## src/sv/qaar_pkg.sv

```systemverilog
`timescale 1ns / 1ps
`default_nettype none
// ----------------------------------------------------------------------------
// qaar_pkg
// shared widths, cordic constants and rounding helper for the axis-angle rotator
// ----------------------------------------------------------------------------
package qaar_pkg;

    localparam int TRIG_STAGES      = 16;
    localparam int CORDIC_TABLE_LEN = 24;
    localparam int NSTG = (TRIG_STAGES > CORDIC_TABLE_LEN) ? CORDIC_TABLE_LEN : TRIG_STAGES;

    localparam int CW = 34;     // cordic x/y and quaternion terms, q.30
    localparam int ZW = 33;     // cordic residual angle
    localparam int EW = 36;     // matrix entries before rounding
    localparam int TW = 40;     // one rounded row term, q.16
    localparam int SW = 42;     // row sum before saturation

    localparam logic signed [CW-1:0] CORDIC_GAIN = CW'(64'sd652032874);

    typedef struct packed {
        logic signed [31:0] vx;
        logic signed [31:0] vy;
        logic signed [31:0] vz;
    } t_vec;

    typedef struct packed {
        t_vec               v;
        logic signed [15:0] ux;
        logic signed [15:0] uy;
        logic signed [15:0] uz;
    } t_item;

    function automatic logic signed [ZW-1:0] atan_bam(input int idx);
        logic signed [ZW-1:0] r;
        case (idx)
            0:       r = ZW'(64'sd536870912);
            1:       r = ZW'(64'sd316933406);
            2:       r = ZW'(64'sd167458907);
            3:       r = ZW'(64'sd85004756);
            4:       r = ZW'(64'sd42667331);
            5:       r = ZW'(64'sd21354465);
            6:       r = ZW'(64'sd10680862);
            7:       r = ZW'(64'sd5340245);
            8:       r = ZW'(64'sd2670163);
            9:       r = ZW'(64'sd1335087);
            10:      r = ZW'(64'sd667544);
            11:      r = ZW'(64'sd333772);
            12:      r = ZW'(64'sd166886);
            13:      r = ZW'(64'sd83443);
            14:      r = ZW'(64'sd41722);
            15:      r = ZW'(64'sd20861);
            16:      r = ZW'(64'sd10430);
            17:      r = ZW'(64'sd5215);
            18:      r = ZW'(64'sd2608);
            19:      r = ZW'(64'sd1304);
            20:      r = ZW'(64'sd652);
            21:      r = ZW'(64'sd326);
            22:      r = ZW'(64'sd163);
            23:      r = ZW'(64'sd81);
            default: r = '0;
        endcase
        return r;
    endfunction

    // add half an lsb then floor shift
    function automatic logic signed [71:0] rnd(input logic signed [71:0] x, input int s);
        logic signed [71:0] h;
        h = 72'sd1 <<< (s - 1);
        return (x + h) >>> s;
    endfunction

    function automatic logic signed [15:0] clamp_axis(input logic signed [15:0] v);
        logic signed [15:0] r;
        if (v > 16'sd16384) begin
            r = 16'sd16384;
        end else if (v < -16'sd16384) begin
            r = -16'sd16384;
        end else begin
            r = v;
        end
        return r;
    endfunction

endpackage
`default_nettype wire

```

## src/sv/qaar_cordic.sv

```systemverilog
`timescale 1ns / 1ps
`default_nettype none
// ----------------------------------------------------------------------------
// qaar_cordic
// pipelined rotation-mode cordic giving cos and sin of the half angle
// ----------------------------------------------------------------------------
module qaar_cordic (
    input  wire logic                           i_clk,
    input  wire logic                           i_en,
    input  wire logic [15:0]                    i_angle,
    output logic signed [qaar_pkg::CW-1:0]      o_cos,
    output logic signed [qaar_pkg::CW-1:0]      o_sin
);

    localparam int N = qaar_pkg::NSTG;

    logic signed [qaar_pkg::CW-1:0] r_x  [0:N];
    logic signed [qaar_pkg::CW-1:0] r_y  [0:N];
    logic signed [qaar_pkg::ZW-1:0] r_z  [0:N];
    logic                           r_up [0:N];

    // upper half: start from the angle less a quarter turn
    always_ff @(posedge i_clk) begin
        if (i_en) begin
            r_x[0]  <= qaar_pkg::CORDIC_GAIN;
            r_y[0]  <= '0;
            r_z[0]  <= qaar_pkg::ZW'({i_angle[14:0], 15'b0});
            r_up[0] <= i_angle[15];
        end
    end

    for (genvar g = 0; g < N; g++) begin : g_stage
        logic signed [qaar_pkg::CW-1:0] w_dx, w_dy;
        assign w_dx = r_y[g] >>> g;
        assign w_dy = r_x[g] >>> g;
        always_ff @(posedge i_clk) begin
            if (i_en) begin
                r_up[g+1] <= r_up[g];
                if (!r_z[g][qaar_pkg::ZW-1]) begin
                    r_x[g+1] <= r_x[g] - w_dx;
                    r_y[g+1] <= r_y[g] + w_dy;
                    r_z[g+1] <= r_z[g] - qaar_pkg::atan_bam(g);
                end else begin
                    r_x[g+1] <= r_x[g] + w_dx;
                    r_y[g+1] <= r_y[g] - w_dy;
                    r_z[g+1] <= r_z[g] + qaar_pkg::atan_bam(g);
                end
            end
        end
    end

    assign o_cos = r_up[N] ? -r_y[N] : r_x[N];
    assign o_sin = r_up[N] ? r_x[N] : r_y[N];

endmodule
`default_nettype wire
```

## config.mk

```make
export PLATFORM = sky130hd
export DESIGN_NAME = qaar_cordic
export DESIGN_NICKNAME = d
export VERILOG_FILES = /design/src/sv/qaar_pkg.sv /design/src/sv/qaar_cordic.sv
export SDC_FILE = /design/constraint.sdc
export NUM_CORES = 2
export LEC_CHECK = 0
export BUFFER_PORTS_ARGS = -buffer_cell sky130_fd_sc_hd__buf_2
export CAP_MARGIN = 25
export CORE_ASPECT_RATIO = 0.5
export CORE_UTILIZATION = 35
export CTS_BUF_LIST = sky130_fd_sc_hd__clkbuf_8
export DETAILED_ROUTE_END_ITERATION = 16
export MAX_ROUTING_LAYER = met4
export PLACE_DENSITY = 0.52
export SLEW_MARGIN = 30
export SYNTH_ARGS = -nofsm -noshare
export SYNTH_HDL_FRONTEND = slang
export SYNTH_SLANG_ARGS = --single-unit
```

## constraint.sdc

```tcl
create_clock -name i_clk -period 15.8 [get_ports i_clk]
set_clock_uncertainty 0.15 [all_clocks]
set_input_delay 0.79 -clock i_clk [delete_from_list [all_inputs] [get_ports i_clk]]
set_output_delay 0.79 -clock i_clk [all_outputs]
set_load 0.03 [all_outputs]
```

==> out/results.md <==
| Group | Parameter | Reported |
| --- | --- | --- |
| outcome | Result of the run | finished, final reports clean |
| routing | Initial DRC Count | 5178 |
| routing | Vias | 90100 |
| routing | Count of nets left with antenna violations after detail routing | 0 |
| yosys | Share of synthesized flip-flops with an asynchronous set or reset | 0% |
| setup path | Maximum fanout along the worst path | 141 |
| yosys | Most used DFF post-synth | edfxtp_1 |
| clock tree | Clock buffers created by TritonCTS | 236 |
| sta | Final period utilization | 45.4% |
| final layout | Layout cells sized above 1 | 5.55% |
| setup path | Worst setup path class | in2reg |
| global route | Initial antenna violation count | 4 |
| place | Final HPWL DP | 236000 microns |
| place | Setup Slack @ Placement | 8250 ps |
| routing | Ratio of routed vias to standard cells | 5.26 |
| yosys | Share of the synthesized area in the top cell type | 35.4% |
| sta | Clock period minus final worst setup slack | 7180 ps |
| job | Number of maximum-capacitance violations | 0 |
| routing | DRT Pass-1 Iters | 8 |
| clock tree | Root Buffer Master | clkbuf_8 |
| sta | Peak Freq | 139 MHz |
| yosys | Seq/Total Area, Yosys | 35.4% |
| setup path | Type of element launching the critical path | primary input |
| final layout | Fraction of the core area covered by cells at the end of the flow | 38.5% |
| yosys | Top cells by area in the synthesized netlist | edfxtp_1 35%, ha_1 14%, xnor2_1 8.4% |
| yosys | Flip-flop and latch count after synthesis | 1402 |
| place | Port Buffer Count | 85 |
| setup path | Critical Path Sink Type | flop |
| final layout | Final #Nets | 13800 |
| clock tree | Clock Pin Slew Worst Setup and Hold Paths | 70 ps |
| final layout | Area Overhead vs Synth | 8.73% |
| global route | Grt ovf | 0 |
| clock tree | Max clock buf depth | 4 |
| floorplanning | Initial standard-cell utilization of the core | 35.4% |
| floorplanning | Cell Rows | 150 |
| sta | RSZ-0062 raised after global routing | false |
| yosys | Cell variety after synth | 93 |
| yosys | Post-Syn Instances | 12300 |
| sta | Number of endpoints failing setup at the final stage | 0 |
| global route | Vias in the first global route | 87700 |
| setup path | Logic depth of the worst register-to-register path | 17 |
| clock tree | H-Tree Depth | 4 |
| yosys | Number of enable flip-flop cells after synthesis | 1402 |
| floorplanning | Total core area | 336000 sq um |
| sta | Post-layout worst setup margin | 8620 ps |
| sta | Final Hold Viols | 0 |
| floorplanning | Die X-Extent | 826 microns |
| setup path | Launch instance of the worst register-to-register path | r_z[7][32] |
| setup path | Signal arrival time at the worst endpoint | 7780 ps |
| yosys | Cell taking the most area after synthesis | edfxtp_1 |
| yosys | Commonest cells in the netlist | 1402 x edfxtp_1, 1322 x ha_1, 1297 x a21oi_1 |
| sta | Worst slew slack as a fraction of its limit | 31.5% |
| yosys | Avg Cell Area, Syn | 9.64 sq um |
| clock tree | Total number of clock tree sinks | 1402 |
| place | Weighted congestion at the end of routability-driven global placement | 0.899 |
| global route | Maximum number of pins on one net before global-route repair | 142 |
| setup path | Critical path capture point | r_x[12][31] |
| min path | Class of the tightest hold or removal check | reg2reg |
| floorplanning | Total I/O pin count | 86 |
| routing | Routed wire length per instance | 17.5 microns |
| global route | Global-route wire length before repair | 475000 microns |
| setup path | Setup slack, reg-to-reg | 9730 ps |
| sta | Actual slew at the worst max-slew pin | 1020 ps |
| routing | Total wire length after detailed routing | 300000 microns |
| clock tree | Clock latency on the worst-skew pair | 1050 ps |
| yosys | Synthesized Nets | 13700 |
| floorplanning | Die ar. | 342000 sq um |
| floorplanning | Chip Height | 414 microns |
| global route | Global-route usage over all layers | 17.3% |
| yosys | Most common cell in the netlist | edfxtp_1 |
| setup path | Required time at the worst-slack endpoint | 16400 ps |
| setup path | Start point of the critical path | i_en |
| sta | Final Max Slew Viols | 0 |
| clock tree | Clock tree from TritonCTS | done |
| routing | Number of DRC violations after detailed routing | 0 |
| sta | Sum of negative setup slack | 0 ps |
| setup path | Destination of the worst register-to-register timing path | r_x[8][32] |
| clock tree | Gates resized, CTS repair | 0 |
| yosys | Number of warnings reported in the yosys synthesis log | 0 |
| yosys | Post-synth design cell area | 119000 sq um |
-- placed cells by master (no fill, tap or decap), types with 45 or more instances in the layout --
cell type / count
edfxtp_1: 1402
ha_1: 1322
a21oi_1: 1297
xnor2_1: 1138
nor2_1: 853
nand2_1: 703
a21o_1: 672
xor2_1: 630
o21ai_0: 622
inv_1: 517
nor3_1: 263
clkbuf_8: 237
nand2b_1: 229
nand3_1: 220
o21a_1: 190
nor2b_1: 162
o21bai_1: 141
o31ai_1: 140
a31oi_1: 124
mux2_2: 123
and3_1: 122
nand4_1: 92
buf_2: 84
a211oi_1: 83
or3_1: 81
nor4_1: 74
and2_1: 69
clkinv_1: 61
buf_4: 59
mux2i_1: 58
a21boi_0: 58
o41ai_1: 47
o211ai_1: 45
-- worst max-delay path, cell delays in order --
cell           delay [ps]
dlygate4sd3_1         580
buf_12                430
buf_12                510
buf_12                600
nand2_1               100
buf_4                 310
clkinv_1              310
buf_4                 500
nor2_1                100
xor2_1                160
ha_1                  330
a21oi_1               250
o21ai_0               130
a31oi_1               370
a211oi_1              200
o21ai_0               520
a211oi_1              240
or2_2                 350
a311o_1               310
a21oi_1               170
xnor2_1               100
-- through the flow --
stage | hold slack [ps] | cell area (sq um) | std cells
after floorplan | 250 | 119000 | 12300
after global placement | 251 | 124000 | 16700
after detailed placement | 255 | 124000 | 16700
after CTS | 201 | 129000 | 17100
after global routing | 225 | 129000 | 17100
final | 202 | 129000 | 17100
-- state kept, by name, indices dropped and copies added, names as in the netlist --
name and flops:
r_y 477, r_x 475, r_z 433, r_up 17
-- kinds of logic (layout without fill, tap and decap cells) --
group | Yosys count | count (layout) | share of synthesized area (%)
compound gates | 3805 | 3805 | 20.3
simple gates | 3083 | 3083 | 12.7
xor+xnor | 1769 | 1769 | 13.0
flops | 1402 | 1402 | 35.4
fa+ha+maj | 1359 | 1359 | 14.5
buf+inv | 722 | 1049 | 2.28
mux | 181 | 181 | 1.65
other cells | 0 | 2 | 0
-- area by class of cell --
type                    instances  area, sq um
fillers                     33600       207000
well taps                    4484         5610
diodes                          2         5.00
clock buffers                 237         3260
inverters                     466         1750
repair buffers                165         1120
multi-input cells           10200        74100
clock inverters               181         1250
flip-flops and latches       1402        42100
-- timing repair --
item | CTS | global route
endpoints found under the hold margin | 59 | 0
endpoints found under the setup margin | 0 | 0
hold buffers | 17 | 0
buffers inserted | 0 | 0
-- worst min path at each step --
| stage | start | to | slack, ps | cells after the start |
|---|---|---|---|---|
| after floorplan | r_up[0][9] | r_up[0][10] | 250 | 0 |
| after global placement | r_up[0][6] | r_up[0][7] | 250 | 0 |
| after global routing | r_z[0][18] | r_z[1][18] | 220 | 0 |
| final | r_up[0][3] | r_up[0][4] | 200 | 0 |
| after CTS | r_z[0][18] | r_z[1][18] | 200 | 0 |
| after detailed placement | r_up[0][10] | r_up[0][11] | 260 | 0 |
-- routing by layer --
layer	wire, microns	GRT usage, %
met5	0	-
met4	9450	5.40
met3	10100	2.01
met2	139000	28.7
met1	141000	22.3
Power is not shown: default switching activity piles up to over one toggle a cycle in this logic, so the estimate is an artifact.
